**src/rtl/core/morse_text_keyer_timing_unit_defines.svh**
```systemverilog
// assertion macros for the morse keyer timing unit
`ifndef MORSE_TEXT_KEYER_TIMING_UNIT_DEFINES_SVH
`define MORSE_TEXT_KEYER_TIMING_UNIT_DEFINES_SVH

`ifndef SYNTH

`define MKTT_ASSERT_SAME(label, clk, rst, ante, cons, msg) \
   label: assert property (@(posedge clk) disable iff (rst) (ante) |-> (cons)) else $error(msg);

`define MKTT_ASSERT_NEXT(label, clk, rst, ante, cons, msg) \
   label: assert property (@(posedge clk) disable iff (rst) (ante) |=> (cons)) else $error(msg);

`else

`define MKTT_ASSERT_SAME(label, clk, rst, ante, cons, msg)

`define MKTT_ASSERT_NEXT(label, clk, rst, ante, cons, msg)

`endif

`endif

```
**src/rtl/core/mktt_pkg.sv**
```systemverilog
// types, constants and the morse pattern rom of the keyer timing unit
package mktt_pkg;

   typedef struct packed {
      logic [7:0] char_code;
      logic       new_text;
   } req_word_type;

   typedef struct packed {
      logic        key_down;
      logic [10:0] duration_ms;
      logic        last_of_run;
   } rsp_word_type;

   // csr register indexes
   localparam logic CSR_WPM    = 1'b0;
   localparam logic CSR_WEIGHT = 1'b1;

   localparam logic [6:0] WPM_RESET    = 7'd20;
   localparam logic [6:0] WPM_MIN      = 7'd5;
   localparam logic [6:0] WPM_MAX      = 7'd100;
   localparam logic [6:0] WEIGHT_RESET = 7'd50;
   localparam logic [6:0] WEIGHT_MIN   = 7'd10;
   localparam logic [6:0] WEIGHT_MAX   = 7'd90;
   localparam logic [6:0] PERCENT_FULL = 7'd100;

   // dit length numerator in ms
   localparam logic [10:0] DIT_NUMER   = 11'd1200;
   localparam int          DIV_STEPS   = 11;
   localparam logic [15:0] ROUND_HALF  = 16'd50;
   // floor(x/100) == (x*5243) >> 19 for x below 43690
   localparam logic [12:0] RECIP_100   = 13'd5243;
   localparam int          RECIP_SHIFT = 19;

   localparam logic [7:0] CH_TAB     = 8'h09;
   localparam logic [7:0] CH_LF      = 8'h0A;
   localparam logic [7:0] CH_CR      = 8'h0D;
   localparam logic [7:0] CH_SPACE   = 8'h20;
   localparam logic [7:0] CH_LOWER_A = 8'h61;
   localparam logic [7:0] CH_LOWER_Z = 8'h7A;
   localparam logic [7:0] CASE_DELTA = 8'h20;

   typedef enum logic [1:0] {
      EL_WORD_GAP = 2'd0,
      EL_CHAR_GAP = 2'd1,
      EL_MARK     = 2'd2,
      EL_INTRA    = 2'd3
   } elem_kind_type;

   // dah bits are left aligned: bit 5 is the first element
   typedef struct packed {
      logic       found;
      logic [2:0] len;
      logic [5:0] dah;
   } morse_code_type;

   typedef struct packed {
      logic          accept;
      logic          div_step;
      logic          mul;
      logic          scale;
      logic          set_prev;
      logic          clr_prev;
      logic          idx_clr;
      logic          idx_inc;
      logic          emit;
      elem_kind_type kind;
   } mktt_cmd_type;

   typedef struct packed {
      logic div_last;
      logic is_space;
      logic found;
      logic prev;
      logic last_elem;
      logic out_free;
   } mktt_status_type;

   function automatic morse_code_type mk_code(input logic [2:0] len, input logic [5:0] dah);
      morse_code_type r;
      r.found = 1'b1;
      r.len   = len;
      r.dah   = dah;
      return r;
   endfunction

   function automatic morse_code_type morse_lookup(input logic [7:0] c);
      morse_code_type r;
      r = '0;
      case (c)
         8'h41: r = mk_code(3'd2, 6'b010000); // A
         8'h42: r = mk_code(3'd4, 6'b100000); // B
         8'h43: r = mk_code(3'd4, 6'b101000); // C
         8'h44: r = mk_code(3'd3, 6'b100000); // D
         8'h45: r = mk_code(3'd1, 6'b000000); // E
         8'h46: r = mk_code(3'd4, 6'b001000); // F
         8'h47: r = mk_code(3'd3, 6'b110000); // G
         8'h48: r = mk_code(3'd4, 6'b000000); // H
         8'h49: r = mk_code(3'd2, 6'b000000); // I
         8'h4A: r = mk_code(3'd4, 6'b011100); // J
         8'h4B: r = mk_code(3'd3, 6'b101000); // K
         8'h4C: r = mk_code(3'd4, 6'b010000); // L
         8'h4D: r = mk_code(3'd2, 6'b110000); // M
         8'h4E: r = mk_code(3'd2, 6'b100000); // N
         8'h4F: r = mk_code(3'd3, 6'b111000); // O
         8'h50: r = mk_code(3'd4, 6'b011000); // P
         8'h51: r = mk_code(3'd4, 6'b110100); // Q
         8'h52: r = mk_code(3'd3, 6'b010000); // R
         8'h53: r = mk_code(3'd3, 6'b000000); // S
         8'h54: r = mk_code(3'd1, 6'b100000); // T
         8'h55: r = mk_code(3'd3, 6'b001000); // U
         8'h56: r = mk_code(3'd4, 6'b000100); // V
         8'h57: r = mk_code(3'd3, 6'b011000); // W
         8'h58: r = mk_code(3'd4, 6'b100100); // X
         8'h59: r = mk_code(3'd4, 6'b101100); // Y
         8'h5A: r = mk_code(3'd4, 6'b110000); // Z
         8'h30: r = mk_code(3'd5, 6'b111110); // 0
         8'h31: r = mk_code(3'd5, 6'b011110); // 1
         8'h32: r = mk_code(3'd5, 6'b001110); // 2
         8'h33: r = mk_code(3'd5, 6'b000110); // 3
         8'h34: r = mk_code(3'd5, 6'b000010); // 4
         8'h35: r = mk_code(3'd5, 6'b000000); // 5
         8'h36: r = mk_code(3'd5, 6'b100000); // 6
         8'h37: r = mk_code(3'd5, 6'b110000); // 7
         8'h38: r = mk_code(3'd5, 6'b111000); // 8
         8'h39: r = mk_code(3'd5, 6'b111100); // 9
         8'h2E: r = mk_code(3'd6, 6'b010101); // .
         8'h2C: r = mk_code(3'd6, 6'b110011); // ,
         8'h3F: r = mk_code(3'd6, 6'b001100); // ?
         8'h2F: r = mk_code(3'd5, 6'b100100); // /
         8'h3D: r = mk_code(3'd5, 6'b100010); // =
         8'h2B: r = mk_code(3'd5, 6'b010100); // +
         8'h2D: r = mk_code(3'd6, 6'b100001); // -
         8'h28: r = mk_code(3'd5, 6'b101100); // (
         8'h29: r = mk_code(3'd6, 6'b101101); // )
         8'h3A: r = mk_code(3'd6, 6'b111000); // :
         8'h3B: r = mk_code(3'd6, 6'b101010); // ;
         8'h27: r = mk_code(3'd6, 6'b011110); // apostrophe
         8'h22: r = mk_code(3'd6, 6'b010010); // double quote
         8'h40: r = mk_code(3'd6, 6'b011010); // @
         8'h21: r = mk_code(3'd6, 6'b101011); // !
         8'h26: r = mk_code(3'd5, 6'b010000); // &
         default: r = '0;
      endcase
      return r;
   endfunction

endpackage

```
**src/rtl/core/mktt_ctrl.sv**
```systemverilog
// sequencer of the keyer timing unit: divide, scale, then element emission
module mktt_ctrl import mktt_pkg::*; (
   input  logic            clock,
   input  logic            reset,
   input  logic            req_valid,
   output logic            req_stall,
   input  mktt_status_type status,
   output mktt_cmd_type    cmd
);

   typedef enum logic [8:0] {
      S_IDLE   = 9'b000000001,
      S_DIV    = 9'b000000010,
      S_MUL    = 9'b000000100,
      S_SCALE  = 9'b000001000,
      S_DECIDE = 9'b000010000,
      S_WORD   = 9'b000100000,
      S_CGAP   = 9'b001000000,
      S_MARK   = 9'b010000000,
      S_INTRA  = 9'b100000000
   } ctrl_state_type;

   ctrl_state_type state_ff;
   ctrl_state_type state_in;

   always_ff @(posedge clock) begin
      if (reset) begin
         state_ff <= S_IDLE;
      end else begin
         state_ff <= state_in;
      end
   end

   always_comb begin
      state_in  = state_ff;
      cmd       = '0;
      cmd.kind  = EL_MARK;
      req_stall = 1'b1;
      case (state_ff)
         S_IDLE: begin
            req_stall = 1'b0;
            if (req_valid) begin
               cmd.accept = 1'b1;
               state_in   = S_DIV;
            end
         end
         S_DIV: begin
            cmd.div_step = 1'b1;
            if (status.div_last) begin
               state_in = S_MUL;
            end
         end
         S_MUL: begin
            cmd.mul  = 1'b1;
            state_in = S_SCALE;
         end
         S_SCALE: begin
            cmd.scale = 1'b1;
            state_in  = S_DECIDE;
         end
         S_DECIDE: begin
            if (status.is_space) begin
               state_in = status.prev ? S_WORD : S_IDLE;
            end else if (status.found) begin
               cmd.idx_clr  = 1'b1;
               cmd.set_prev = 1'b1;
               state_in     = status.prev ? S_CGAP : S_MARK;
            end else begin
               state_in = S_IDLE;
            end
         end
         S_WORD: begin
            if (status.out_free) begin
               cmd.emit     = 1'b1;
               cmd.kind     = EL_WORD_GAP;
               cmd.clr_prev = 1'b1;
               state_in     = S_IDLE;
            end
         end
         S_CGAP: begin
            if (status.out_free) begin
               cmd.emit = 1'b1;
               cmd.kind = EL_CHAR_GAP;
               state_in = S_MARK;
            end
         end
         S_MARK: begin
            if (status.out_free) begin
               cmd.emit = 1'b1;
               cmd.kind = EL_MARK;
               state_in = status.last_elem ? S_IDLE : S_INTRA;
            end
         end
         S_INTRA: begin
            if (status.out_free) begin
               cmd.emit    = 1'b1;
               cmd.kind    = EL_INTRA;
               cmd.idx_inc = 1'b1;
               state_in    = S_MARK;
            end
         end
         default: begin
            state_in = S_IDLE;
         end
      endcase
   end

endmodule

```
**src/rtl/core/mktt_datapath.sv**
```systemverilog
// datapath of the keyer timing unit: csr, lookup, serial divider, scaling, output word
module mktt_datapath import mktt_pkg::*; (
   input  logic            clock,
   input  logic            reset,
   input  req_word_type    req_word,
   input  logic            csr_write,
   input  logic            csr_index,
   input  logic [6:0]      csr_data,
   input  logic            rsp_stall,
   output logic            rsp_valid,
   output rsp_word_type    rsp_word,
   input  mktt_cmd_type    cmd,
   output mktt_status_type status
);

   logic [6:0]   wpm_ff;
   logic [6:0]   weight_ff;
   logic         prev_ff;
   logic         prev_in;
   logic         space_ff;
   morse_code_type code_ff;
   logic [3:0]   cnt_ff;
   logic [6:0]   rem_ff;
   logic [7:0]   dit_ff;
   logic [15:0]  sum_mark_ff;
   logic [15:0]  sum_intra_ff;
   logic [8:0]   mark_ff;
   logic [8:0]   intra_ff;
   logic [2:0]   idx_ff;
   logic         rsp_valid_ff;
   rsp_word_type rsp_ff;
   rsp_word_type rsp_in;

   logic [6:0]   wpm_c;
   logic [6:0]   weight_c;
   logic [6:0]   space_pct;
   logic [7:0]   folded;
   logic         in_space;
   logic [7:0]   partial;
   logic         q_bit;
   logic [28:0]  scaled_mark;
   logic [28:0]  scaled_intra;
   logic [8:0]   mark_raw;
   logic [8:0]   intra_raw;
   logic [10:0]  dit_w;
   logic [10:0]  mark_w;
   logic         dah_now;

   // register values are clamped where they are used
   assign wpm_c = (wpm_ff < WPM_MIN) ? WPM_MIN : ((wpm_ff > WPM_MAX) ? WPM_MAX : wpm_ff);
   assign weight_c = (weight_ff < WEIGHT_MIN) ? WEIGHT_MIN :
                     ((weight_ff > WEIGHT_MAX) ? WEIGHT_MAX : weight_ff);
   assign space_pct = PERCENT_FULL - weight_c;

   assign folded = (req_word.char_code >= CH_LOWER_A && req_word.char_code <= CH_LOWER_Z) ?
                   req_word.char_code - CASE_DELTA : req_word.char_code;
   assign in_space = (folded == CH_SPACE) || (folded == CH_TAB) ||
                     (folded == CH_LF) || (folded == CH_CR);

   always_ff @(posedge clock) begin
      if (reset) begin
         wpm_ff    <= WPM_RESET;
         weight_ff <= WEIGHT_RESET;
      end else if (csr_write) begin
         if (csr_index == CSR_WPM) begin
            wpm_ff <= csr_data;
         end else begin
            weight_ff <= csr_data;
         end
      end
   end

   always_comb begin
      prev_in = prev_ff;
      if (cmd.accept && req_word.new_text) begin
         prev_in = 1'b0;
      end
      if (cmd.set_prev) begin
         prev_in = 1'b1;
      end
      if (cmd.clr_prev) begin
         prev_in = 1'b0;
      end
   end

   always_ff @(posedge clock) begin
      if (reset) begin
         prev_ff <= 1'b0;
      end else begin
         prev_ff <= prev_in;
      end
   end

   always_ff @(posedge clock) begin
      if (cmd.accept) begin
         space_ff <= in_space;
         code_ff  <= morse_lookup(folded);
      end
   end

   // restoring divide of 1200 by the speed, one quotient bit a cycle
   assign partial = {rem_ff, DIT_NUMER[cnt_ff]};
   assign q_bit   = (partial >= {1'b0, wpm_c});

   always_ff @(posedge clock) begin
      if (cmd.accept) begin
         cnt_ff <= 4'(DIV_STEPS - 1);
         rem_ff <= '0;
         dit_ff <= '0;
      end else if (cmd.div_step) begin
         cnt_ff <= cnt_ff - 4'd1;
         rem_ff <= q_bit ? 7'(partial - {1'b0, wpm_c}) : partial[6:0];
         dit_ff <= {dit_ff[6:0], q_bit};
      end
   end

   // 2*dit*pct + 50, then floor divide by 100 through the reciprocal
   always_ff @(posedge clock) begin
      if (cmd.mul) begin
         sum_mark_ff  <= {({7'd0, dit_ff} * {8'd0, weight_c}), 1'b0} + ROUND_HALF;
         sum_intra_ff <= {({7'd0, dit_ff} * {8'd0, space_pct}), 1'b0} + ROUND_HALF;
      end
   end

   assign scaled_mark  = sum_mark_ff * RECIP_100;
   assign scaled_intra = sum_intra_ff * RECIP_100;
   assign mark_raw     = scaled_mark[RECIP_SHIFT + 8:RECIP_SHIFT];
   assign intra_raw    = scaled_intra[RECIP_SHIFT + 8:RECIP_SHIFT];

   always_ff @(posedge clock) begin
      if (cmd.scale) begin
         mark_ff  <= (mark_raw == '0) ? 9'd1 : mark_raw;
         intra_ff <= (intra_raw == '0) ? 9'd1 : intra_raw;
      end
   end

   always_ff @(posedge clock) begin
      if (cmd.idx_clr) begin
         idx_ff <= '0;
      end else if (cmd.idx_inc) begin
         idx_ff <= idx_ff + 3'd1;
      end
   end

   assign dit_w   = {3'b000, dit_ff};
   assign mark_w  = {2'b00, mark_ff};
   assign dah_now = code_ff.dah[3'd5 - idx_ff];

   always_comb begin
      rsp_in = rsp_ff;
      case (cmd.kind)
         EL_WORD_GAP: begin
            rsp_in.key_down    = 1'b0;
            rsp_in.duration_ms = {dit_w[7:0], 3'b000} - dit_w;
            rsp_in.last_of_run = 1'b1;
         end
         EL_CHAR_GAP: begin
            rsp_in.key_down    = 1'b0;
            rsp_in.duration_ms = {dit_w[9:0], 1'b0} + dit_w;
            rsp_in.last_of_run = 1'b0;
         end
         EL_MARK: begin
            rsp_in.key_down    = 1'b1;
            rsp_in.duration_ms = dah_now ? ({mark_w[9:0], 1'b0} + mark_w) : mark_w;
            rsp_in.last_of_run = status.last_elem;
         end
         EL_INTRA: begin
            rsp_in.key_down    = 1'b0;
            rsp_in.duration_ms = {2'b00, intra_ff};
            rsp_in.last_of_run = 1'b0;
         end
         default: begin
            rsp_in = rsp_ff;
         end
      endcase
   end

   // output word register, refilled in the cycle it is taken
   always_ff @(posedge clock) begin
      if (reset) begin
         rsp_valid_ff <= 1'b0;
      end else if (cmd.emit) begin
         rsp_valid_ff <= 1'b1;
      end else if (!rsp_stall) begin
         rsp_valid_ff <= 1'b0;
      end
   end

   always_ff @(posedge clock) begin
      if (cmd.emit) begin
         rsp_ff <= rsp_in;
      end
   end

   assign rsp_valid = rsp_valid_ff;
   assign rsp_word  = rsp_ff;

   assign status.div_last  = (cnt_ff == 4'd0);
   assign status.is_space  = space_ff;
   assign status.found     = code_ff.found;
   assign status.prev      = prev_ff;
   assign status.last_elem = (idx_ff == code_ff.len - 3'd1);
   assign status.out_free  = !rsp_valid_ff || !rsp_stall;

endmodule

```
**src/rtl/core/morse_text_keyer_timing_unit.sv**
```systemverilog
// Morse keyer timing unit: one text byte in, up to twelve keying words out.
// Bytes are worked one at a time: a byte is accepted, the serial divider
// forms the dit as 1200 / speed, a multiply and a reciprocal scale form the
// weighted mark and space units, a decide step follows, then one keying word
// per cycle (up to 12) while the receiver does not stall. The output register
// lets the next word load in the cycle the current one is taken. Speed and
// weight are clamped to 5..100 and 10..90 when used; write them while idle.
module morse_text_keyer_timing_unit import mktt_pkg::*; (
   input  logic         clock,
   input  logic         reset,
   input  logic         req_valid,
   output logic         req_stall,
   input  req_word_type req_word,
   output logic         rsp_valid,
   input  logic         rsp_stall,
   output rsp_word_type rsp_word,
   input  logic         csr_valid,
   output logic         csr_ready,
   input  logic         csr_index,
   input  logic [6:0]   csr_data
);

`include "morse_text_keyer_timing_unit_defines.svh"

   mktt_cmd_type    cmd;
   mktt_status_type status;

   assign csr_ready = 1'b1;

   mktt_ctrl u_ctrl (
      .clock     (clock),
      .reset     (reset),
      .req_valid (req_valid),
      .req_stall (req_stall),
      .status    (status),
      .cmd       (cmd)
   );

   mktt_datapath u_datapath (
      .clock     (clock),
      .reset     (reset),
      .req_word  (req_word),
      .csr_write (csr_valid && csr_ready),
      .csr_index (csr_index),
      .csr_data  (csr_data),
      .rsp_stall (rsp_stall),
      .rsp_valid (rsp_valid),
      .rsp_word  (rsp_word),
      .cmd       (cmd),
      .status    (status)
   );

   // a word is never loaded over one that is still waiting
   `MKTT_ASSERT_SAME(a_emit_free, clock, reset, cmd.emit, status.out_free, "emit over held word")

   // a byte is taken only one at a time
   `MKTT_ASSERT_NEXT(a_busy_after_accept, clock, reset, req_valid && !req_stall, req_stall, "accepted while busy")

   // emission happens only after the byte has been fully worked out
   `MKTT_ASSERT_SAME(a_emit_idle, clock, reset, cmd.emit, req_stall && !cmd.div_step, "emit during setup")

endmodule

```
**config.mk**
```make
export PLATFORM = sky130hd
export DESIGN_NAME = morse_text_keyer_timing_unit
export DESIGN_NICKNAME = d
export VERILOG_FILES = /design/src/rtl/core/mktt_pkg.sv /design/src/rtl/core/mktt_ctrl.sv /design/src/rtl/core/mktt_datapath.sv /design/src/rtl/core/morse_text_keyer_timing_unit.sv
export VERILOG_INCLUDE_DIRS = /design/src /design/src/rtl/core
export SDC_FILE = /design/constraint.sdc
export NUM_CORES = 1
export LEC_CHECK = 0
export ABC_AREA = 1
export ABC_CLOCK_PERIOD_IN_PS = 7500
export BUFFER_PORTS_ARGS = -buffer_cell sky130_fd_sc_hd__buf_2
export CORE_UTILIZATION = 45
export CTS_CLUSTER_SIZE = 25
export DETAILED_ROUTE_END_ITERATION = 10
export SYNTH_ARGS = -nofsm -noshare
export SYNTH_HDL_FRONTEND = slang
export SYNTH_HIERARCHICAL = 1
export SYNTH_SLANG_ARGS = --single-unit
```
**constraint.sdc**
```tcl
create_clock -name clock -period 7.5 [get_ports clock]
set_input_delay 1.125 -clock clock [delete_from_list [all_inputs] [get_ports clock]]
set_output_delay 1.125 -clock clock [all_outputs]
set_load 0.005 [all_outputs]
```
==> results.md, run 1 <==
* Die width at ~210 microns
* Num CTS Buffers at 17
* Latest clock arrival within the worst-skew pair at roughly 440 ps
* Initial antenna violation count at 0
* Final min period at roughly 6600 ps
* Via total after detailed routing at between 15k and 20k
* Crit path max-delay family: adder cells
* Worst vdd ir at ~230 uV
* Die area at between 0.04 and 0.05 sq mm
* Rel. slew slack at about a fifth
* Share of layout cells above drive strength 1 at about 4.9%
* Clk slew on worst S/H paths at roughly 60 ps
* EDFF count, synth at between 70 and 80
* Cell variety after synth at a little under 50
* CTS Buffer Depth at 2
* Diodes inserted at 0
* Post-CTS setup buffers at 0
* Pwr Density at roughly 220 mW/mm^2
* Clock Sinks at 119
* Grt total ovfl at 0
* Hold_ws at around 460 ps
* Initial core utilization at a little under half
* Ports at 38
* Setup CP Type: reg2reg
* Design area at 0.0211 sq mm
* Initial DRC count at between 800 and 900
* Cts hold-fix bufs at 0
* RePlAce Congestion at between 0.9 and 1
* Worst EP required at 7690 ps
* WHS Path Cells at 2
* Total negative slack at 0 ps
* Vias in the first global route at 16.3k
* Seq/Total Area, Yosys at between 10% and 20%
* Non-Filler Instances at between 3k and 4k
* Placed Cells at ~3.2k
* Core area at about 0.043 sq mm
* P&R area growth vs syn at 7.36%
* Remaining antenna violation count after routing at 0
* Final worst-path cycle share at between 80% and 90%
* Status: completed
* Placement Cell Area at 0.0205 sq mm
* First-pass GRT wire length at slightly below 80000 microns
* CP Buf/Inv Count at 7
* Hold path start: u_datapath/rem_ff[6]$_SDFFE_PP0P_
* Fillers at between 4k and 5k
* Drt drc at 0
* Final setup vio count at 0
* Dpl hpwl at ~39000 microns
* Largest net degree at the start of global routing at 30
* Cells after synthesis at about 2.6k
* Clk_skew at between 10 and 15 ps
* First-pass DRT Iterations at 5
* Post-Syn Area at between 0.015 and 0.02 sq mm
* Endpoint, Worst Hold: u_datapath/rem_ff[6]$_SDFFE_PP0P_
* P_leak at around 11 nW
* RSZ-0062 raised after global routing: no
* Min-Delay Path Class: reg2reg
* Maximum clock frequency at around 0.15 GHz
* GRT Resource Usage Total at between 20 and 25%
* # Max-Cap Violations at 0
* TritonCTS clock tree: done
* Worst r2r src: u_datapath/weight_ff[6]$_SDFFE_PP0P_
* FF+latch count, synth at ~120
* CP endpoint kind: register
* Pins Over Slew Limit at 0
* Drt wl/cell at 14.5 microns
* Worst endpoint data arrival time at 6800 ps
* Floorplan row count at 76
* Nets at roughly 3.2k
* Critical Path Most Common Cell: inv_1
* Crit path max fanout at 13
* Worst path max stage delay at 550 ps
* FF-to-FF setup slack at about 900 ps
* Post-cts sizing count at 0
* Worst Setup Slack post-DPL at around 890 ps
* Final hold vios at 0
* Worst r2r dst: u_datapath/sum_intra_ff[15]$_DFFE_PP_
* Ys flop type: edfxtp_1
* Setup WS post-layout at about 890 ps
* Die H at 211 microns
* Worst-Margin Slew at 1210 ps
* R2r worst-path depth at 27
* CP Launch Type: register
* IO buf count at 36
* Htree depth at 4
* Slowest CP cell: xor2_1
* Clk root buf: clkbuf_16
* Synth async-reset ratio at 0%
* Avg Inst Size Synth at between 7 and 8 sq um
* Warnings, synthesis at 6
* Via-to-Cell Ratio at 5.04
* Mapped Nets at ~3.1k
* Final WL at 46700 microns
-- area by class of cell --
class                   count  area, sq um  area share [%]
well taps                 585          732            3.46
inverters                 631         2370            11.2
clock buffers              26          578            2.73
repair buffers             39          203           0.959
flip-flops and latches    119         3090            14.6
multi-input cells        1820        14100            66.7
clock inverters             6         68.8           0.326
-- power breakdown --
| group | leakage, nW | total (mW) | switching, mW | internal [mW] |
|---|---|---|---|---|
| Sequential | 1.05 | 1.00 | 0.132 | 0.871 |
| Clock | 0.322 | 0.884 | 0.316 | 0.568 |
| Combinational | 10.0 | 2.78 | 1.79 | 0.990 |
-- flip-flops by register name, indices dropped and copies added, names as in the netlist, 3 cells and up --
signal                   flops
u_datapath/idx_ff            3
u_datapath/sum_intra_ff     14
u_datapath/rsp_word         13
u_datapath/code_ff           9
u_datapath/rem_ff            7
u_datapath/mark_ff           9
u_datapath/intra_ff          9
u_datapath/dit_ff            8
u_datapath/cnt_ff            4
u_datapath/weight_ff         7
u_datapath/wpm_ff            7
u_datapath/sum_mark_ff      15
u_ctrl/state_ff              9
-- cell usage in the layout (no fill, tap or decap), types with 6 or more instances in the layout --
cell type / instances
nor2_1: 228
fa_1: 197
a21oi_1: 120
ha_1: 308
nor2_4: 7
o21ai_1: 6
clkinv_1: 7
buf_2: 36
o21bai_1: 10
edfxtp_1: 71
nand2_1: 516
nand4_1: 38
dfxtp_1: 48
nand3b_1: 9
o21ai_0: 103
inv_1: 618
o211ai_1: 15
inv_2: 6
nand3_1: 97
nor3_1: 19
clkbuf_16: 21
nand2_2: 8
xor2_1: 44
xnor2_1: 22
nor2_2: 14
nand3_2: 9
a31oi_1: 8
-- cells in the mapped netlist (4+ instances only) --
master / instances / share of area [%]
xnor2_1: 22 / 0.98
nand2_2: 8 / 0.25
o21bai_1: 10 / 0.38
or2_2: 4 / 0.13
nand3_1: 97 / 2.5
xor2_1: 44 / 2.0
a21o_1: 4 / 0.15
nand4_1: 38 / 1.2
nand3_2: 9 / 0.46
inv_2: 6 / 0.11
buf_4: 7 / 0.27
nor2_1: 231 / 4.4
edfxtp_1: 71 / 11
nor2_4: 7 / 0.40
nor2_2: 11 / 0.35
inv_1: 618 / 12
o2111ai_1: 4 / 0.18
fa_1: 197 / 20
nand3b_1: 9 / 0.34
nor3_1: 19 / 0.48
o211ai_1: 15 / 0.57
dfxtp_1: 48 / 4.9
nand2_1: 516 / 9.8
a31oi_1: 8 / 0.25
o21ai_0: 103 / 2.6
clkbuf_1: 22 / 0.42
ha_1: 308 / 20
a21oi_1: 121 / 3.1
o31ai_1: 4 / 0.15
clkinv_1: 7 / 0.13
o21ai_1: 6 / 0.15
-- tightest hold or removal path, delay by kind of cell (launching register included) --
family	cells	cell delay (ps)
compound gates	1	50
simple gates	1	60
flops	1	300
-- how the worst max path moves through the flow --
stage	startpoint	endpoint	slack [ps]	cells past startpoint
final	u_datapath/weight_ff[6]$_SDFFE_PP0P_	u_datapath/sum_intra_ff[15]$_DFFE_PP_	890	27
after global routing	u_datapath/weight_ff[6]$_SDFFE_PP0P_	u_datapath/sum_intra_ff[15]$_DFFE_PP_	330	29
after CTS	u_datapath/weight_ff[6]$_SDFFE_PP0P_	u_datapath/sum_intra_ff[15]$_DFFE_PP_	860	27
after detailed placement	u_datapath/weight_ff[6]$_SDFFE_PP0P_	u_datapath/sum_intra_ff[15]$_DFFE_PP_	890	27
after global placement	u_datapath/weight_ff[6]$_SDFFE_PP0P_	u_datapath/sum_intra_ff[13]$_DFFE_PP_	1070	26
after floorplan	u_datapath/weight_ff[1]$_SDFFE_PP1P_	u_datapath/sum_intra_ff[13]$_DFFE_PP_	1720	25
-- cell families after synthesis --
group	after synthesis	synth area share, %
xor+xnor	67	3.02
flops	119	15.7
compound gates	287	8.10
other cells	1	0.0190
simple gates	960	20.8
fa+ha+maj	505	39.6
buf+inv	662	12.8
-- through the flow --
step                      total power, mW  utilization [%]
after floorplan                      3.11                -
after global placement               3.76             47.6
after detailed placement             3.78             47.6
after CTS                            4.70             49.1
after global routing                 5.16             49.1
final                                4.67             49.1
-- per-layer routing --
layer	part of all wire, %	vias to the layer above	track usage [%]
li1	-	8191	-
met1	48	7712	30.3
met2	46	295	37.2
met3	3.5	48	1.98
met4	1.8	0	5.67
met5	0	-	0
No activity file was read; power rests on OpenSTA's default activity.
==> run 2, diff against run 1 <==
Settings changed: BUFFER_PORTS_ARGS -buffer_cell sky130_fd_sc_hd__buf_2 to -buffer_cell sky130_fd_sc_hd__buf_4.
==> results.md, run 2 (synthesis gave the netlist of run 1 again) <==
* Total negative slack at 0 ps (unchanged)
* # Max-Cap Violations at 0 (unchanged)
* Drt wl/cell at 14.3 microns (-1.2%)
* Worst endpoint data arrival time at 6800 ps (about the same)
* Commonest cells after routing, fill and taps aside: inv_1, nand2_1, ha_1, nor2_1, fa_1
* GRT Resource Usage Total at 21.9% (-0.17 points)
* Placed Cells at 3195 (+0.031%)
* Pins Over Slew Limit at 0 (unchanged)
* Share of layout cells above drive strength 1 at 4.96% (+0.074 points)
* Worst path max stage delay at 570 ps (+20 ps)
* Die area at 0.0446 sq mm (unchanged)
* First-pass GRT wire length at 78300 microns (-1.0%)
* Final setup vio count at 0 (unchanged)
* RSZ-0062 raised after global routing: no
* Nets at 3156 (+0.032%)
* Pwr Density at 217 mW/mm^2 (-1.6%)
* Seq pwr share at 21.9% (+0.4 points)
* Status: completed
* Crit path max fanout at 13 (unchanged)
* Clk root buf: clkbuf_16
* Switch share at 49.0% (+1.0 points)
* Sw power at 2.25 mW (+0.63%)
* Drt drc at 0 (unchanged)
* Final hold vios at 0 (unchanged)
* Diodes inserted at 0 (unchanged)
* Initial core utilization at 45.7% (unchanged)
* Via-to-Cell Ratio at 5.00 (-0.72%)
* R2r worst-path depth at 26 (-3.7%)
* Max FFs per register at 15 (unchanged)
* Floorplan row count at 76 (unchanged)
* Worst EP required at 7680 ps (about the same)
* Min-Delay Path Class: reg2reg
* Commonest non-fill, non-tap cell in the layout: inv_1
* P&R area growth vs syn at 7.54%
* Rel. slew slack at 16.9% (-1.9 points)
* CP Launch Type: register
* Initial antenna violation count at 0 (unchanged)
* Via total after detailed routing at 16.1k (-0.69%)
* Die width at 211 microns (unchanged)
* Ports at 38 (unchanged)
* Clk_skew at 14.3 ps (+2.08 ps)
* Post-CTS setup buffers at 0 (unchanged)
* Vias in the first global route at 16.1k (-1.3%)
* Largest net degree at the start of global routing at 30 (unchanged)
* Non-Filler Instances at 3227 (+0.031%)
* IO buf count at 36 (unchanged)
* Dpl hpwl at 39300 microns (-0.22%)
* Worst-Margin Slew at 1230 ps (+28.0 ps)
* Clock power frac at 17.4% (-1.5 points)
* Register with the most flip-flops: u_datapath/sum_mark_ff
* Latest clock arrival within the worst-skew pair at 440 ps (about the same)
* Htree depth at 4 (unchanged)
* RePlAce Congestion at 0.910 (-1.9%)
* Hold_ws at 461 ps (-2.16 ps)
* Final min period at 6620 ps (+6.57 ps)
* Final worst-path cycle share at 88.2% (about the same)
* TritonCTS clock tree: done
* Post-cts sizing count at 0 (unchanged)
* Cts hold-fix bufs at 0 (unchanged)
* Worst vdd ir at 219 uV (-3.0%)
* Clock Sinks at 119 (unchanged)
* Final WL at 46200 microns (-1.1%)
* First-pass DRT Iterations at 5 (unchanged)
* Slowest CP cell: xor2_1
* Combinational power share at 60.8% (+1.2 points)
* Critical Path Most Common Cell: inv_1
* WHS Path Cells at 2 (unchanged)
* P_leak at 11.4 nW (about the same)
* Num CTS Buffers at 17 (unchanged)
* Maximum clock frequency at 0.151 GHz (about the same)
* Remaining antenna violation count after routing at 0 (unchanged)
* CTS Buffer Depth at 2 (unchanged)
* P_int at 2.35 mW (-3.4%)
* Total power at 4.60 mW (-1.5%)
* Core area at 0.0431 sq mm (unchanged)
* Grt total ovfl at 0 (unchanged)
* Initial DRC count at 816 (-1.1%)
* Clk slew on worst S/H paths at 60 ps (about the same)
* Die H at 211 microns (unchanged)
* Setup CP Type: reg2reg
* CP endpoint kind: register
run 2: cell count changes in the layout (fill, tap and decap cells not counted), sizes merged:
cell,delta
clkinvlp,+2
buf,+1
bufinv,-1
inv,+4
clkbuf,-7
clkinv,+2
run 2: area by class of cell:
cell class	instances	area, sq um
repair buffers	40	300
multi-input cells	1820	14100
well taps	585	732
clock buffers	19	475
clock inverters	13	108
flip-flops and latches	119	3090
inverters	631	2370
fillers	4170	21900
run 2: critical path, delay by kind of cell, from the launching register on:
family                   cells  cell delay, ps
XOR/XNOR                     3            1010
adder cells (fa/ha/maj)      6            2710
AO/OA/AOI/OAI                1             280
flip-flops                   1             440
buffers and inverters        7             460
AND/OR/NAND/NOR              9            1450
run 2: power groups by stage:
stage               Sequential (mW)  Clock [mW]  Combinational [mW]
floorplan                     0.947           0                2.17
global placement               1.02           0                2.76
detailed placement             1.02           0                2.78
CTS                            1.00       0.820                2.81
global route                   1.02       0.848                3.21
finish                         1.00       0.799                2.79
run 2: worst paths after layout:
path	startpoint	to	slack, ps
max	u_datapath/weight_ff[6]$_SDFFE_PP0P_	u_datapath/sum_intra_ff[13]$_DFFE_PP_	880
min	u_datapath/rem_ff[6]$_SDFFE_PP0P_	u_datapath/rem_ff[6]$_SDFFE_PP0P_	460
max reg2reg	u_datapath/weight_ff[6]$_SDFFE_PP0P_	u_datapath/sum_intra_ff[13]$_DFFE_PP_	880
min reg2reg	u_datapath/rem_ff[6]$_SDFFE_PP0P_	u_datapath/rem_ff[6]$_SDFFE_PP0P_	460
run 2: through the flow:
stage / utilization, % / setup slack [ps] / area, sq um
detailed placement: 47.8 / 894 / 20600
global route: 49.2 / 404 / 21200
finish: 49.2 / 882 / 21200
floorplan: - / 1720 / 19700
global placement: 47.8 / 1090 / 20600
CTS: 49.2 / 866 / 21200
run 2: layer usage:
metal,share of wire [%],wire length [microns],vias up,global-route usage [%]
met5,0,0,-,0
met4,1.2,547,0,4.30
met3,4.0,1860,41,2.38
met2,47,21600,329,37.4
met1,48,22200,7583,29.9
li1,-,-,8181,-
==> run 3, diff against run 2 <==
Settings changed: ABC_CLOCK_PERIOD_IN_PS 7500 to 6500.
Clock period 7.5 ns to 6.5 ns, I/O delays scaled along.
==> results.md, run 3 (synthesis gave the netlist of run 1 again) <==
* Non-Filler Instances at 3232 (+0.15%)
* Pins Over Slew Limit at 0 (unchanged)
* Htree depth at 4 (unchanged)
* Initial antenna violation count at 0 (unchanged)
* Drt drc at 0 (unchanged)
* RePlAce Congestion at 0.901 (-0.98%)
* WHS Path Cells at 2 (unchanged)
* Share of layout cells above drive strength 1 at 5.33% (+0.37 points)
* R2r worst-path depth at 26 (unchanged)
* CTS Buffer Depth at 2 (unchanged)
* Final hold vios at 0 (unchanged)
* Grt total ovfl at 0 (unchanged)
* RSZ-0062 raised after global routing: no
* Cts hold-fix bufs at 0 (unchanged)
* # Max-Cap Violations at 0 (unchanged)
* Critical Path Most Common Cell: inv_1
* Final min period at 6010 ps (-608 ps)
* Min-Delay Path Class: reg2reg
* CP Depth at 26 (unchanged)
* Final worst-path cycle share at 92.5% (+4.2 points)
* Final WL at 46200 microns (about the same)
* Clock Sinks at 119 (unchanged)
* First-pass GRT wire length at 78500 microns (+0.35%)
* Via-to-Cell Ratio at 5.03 (+0.64%)
* Commonest non-fill, non-tap cell in the layout: inv_1
* Core area at 0.0431 sq mm (unchanged)
* Largest net degree at the start of global routing at 30 (unchanged)
* Setup CP Type: reg2reg
* First-pass DRT Iterations at 6 (+1)
* CP Buf/Inv Count at 6 (-1)
* Worst path max stage delay at 540 ps (-30 ps)
* Maximum clock frequency at 0.166 GHz (+10%)
* Status: completed
* Dpl hpwl at 39200 microns (-0.36%)
* Clk root buf: clkbuf_16
* Die width at 211 microns (unchanged)
* Remaining antenna violation count after routing at 0 (unchanged)
* Final setup vio count at 0 (unchanged)
* Slowest CP cell: fa_1
* Commonest cells after routing, fill and taps aside: inv_1, nand2_1, ha_1, nor2_1, fa_1
* Num CTS Buffers at 17 (unchanged)
* Initial DRC count at 873 (+7.0%)
* Die H at 211 microns (unchanged)
* Worst EP required at 6690 ps (-990 ps)
* Register with the most flip-flops: u_datapath/sum_mark_ff
* Via total after detailed routing at 16.3k (+0.80%)
* Diodes inserted at 0 (unchanged)
* Pwr Density at 252 mW/mm^2 (+16%)
* TritonCTS clock tree: done
* P&R area growth vs syn at 7.82%
* Drt wl/cell at 14.3 microns (-0.12%)
* Total negative slack at 0 ps (unchanged)
* IO buf count at 36 (unchanged)
* Vias in the first global route at 16.3k (+0.71%)
* CP endpoint kind: register
* Latest clock arrival within the worst-skew pair at 440 ps (about the same)
* Hold_ws at 465 ps (+4.33 ps)
* Ports at 38 (unchanged)
* Max FFs per register at 15 (unchanged)
* Placed Cells at 3200 (+0.16%)
* Clk_skew at 11.9 ps (-2.36 ps)
* P_leak at 11.4 nW (+0.22%)
* Initial core utilization at 45.7% (unchanged)
* GRT Resource Usage Total at 22.0% (+0.12 points)
* Worst vdd ir at 247 uV (+13%)
* Rel. slew slack at 18.2% (+1.3 points)
* Worst endpoint data arrival time at 6200 ps (-600 ps)
* Nets at 3161 (+0.16%)
* Crit path max-delay family: adder cells
* Die area at 0.0446 sq mm (unchanged)
* Floorplan row count at 76 (unchanged)
* Crit path max fanout at 6 (-7)
* Clk slew on worst S/H paths at 70 ps (about the same)
* Worst-Margin Slew at 1230 ps (-7.83 ps)
* CP Launch Type: register
## run 3: cell types whose count changed in the layout (fill, tap and decap cells not counted), moves of 2 or more
cell / change
inv_6: -2
inv_4: +2
clkbuf_8: +2
buf_4: +5
clkbuf_16: -2
xor2_1: -3
xor2_2: +3
## run 3: final timing paths
check,from,to,slack (ps)
max,u_datapath/weight_ff[1]$_SDFFE_PP1P_,u_datapath/sum_intra_ff[14]$_DFFE_PP_,490
min,u_datapath/rem_ff[6]$_SDFFE_PP0P_,u_datapath/rem_ff[6]$_SDFFE_PP0P_,470
max reg2reg,u_datapath/weight_ff[1]$_SDFFE_PP1P_,u_datapath/sum_intra_ff[14]$_DFFE_PP_,490
min reg2reg,u_datapath/rem_ff[6]$_SDFFE_PP0P_,u_datapath/rem_ff[6]$_SDFFE_PP0P_,470
## run 3: worst min-delay path, delay by kind of cell, from the launching register on
kind,cells,cell delay (ps)
DFF,1,310
and+or+nand+nor,1,60
AOI/OAI and AO/OA,1,50
## run 3: cell type report
type	instances	area [sq um]
clock buffer	20	457
clock inverter	12	114
fill	4214	21800
inverter	631	2370
multi-input combinational	1820	14100
sequential	119	3090
tap	585	732
timing repair buffer	45	338
## run 3: stage by stage
| stage | total power [mW] | instance area [sq um] | util, % | setup WS, ps |
|---|---|---|---|---|
| after CTS | 5.37 | 21200 | 49.2 | 104 |
| final | 5.34 | 21200 | 49.3 | 490 |
| after floorplan | 3.59 | 19700 | - | 722 |
| after detailed placement | 4.40 | 20600 | 47.9 | 164 |
| after global placement | 4.37 | 20600 | 47.9 | 322 |
| after global routing | 5.90 | 21200 | 49.3 | 11.3 |
## run 3: timing repair
action	CTS	global route
gates resized for setup	0	6
endpoints found under the setup margin	0	6
buffers inserted	0	0
## run 3: per-layer routing
metal  global-route usage [%]  wire length [microns]  vias to the layer above
li1                         -                      -                     8195
met1                     30.2                  22000                     7634
met2                     36.7                  21300                      382
met3                     2.32                   1990                       52
met4                     6.05                    839                        0
met5                        0                      0                        -
## run 3: where the power goes
part           switching, mW  internal [mW]
clock                  0.377          0.550
sequential             0.116           1.01
combinational           2.12           1.18
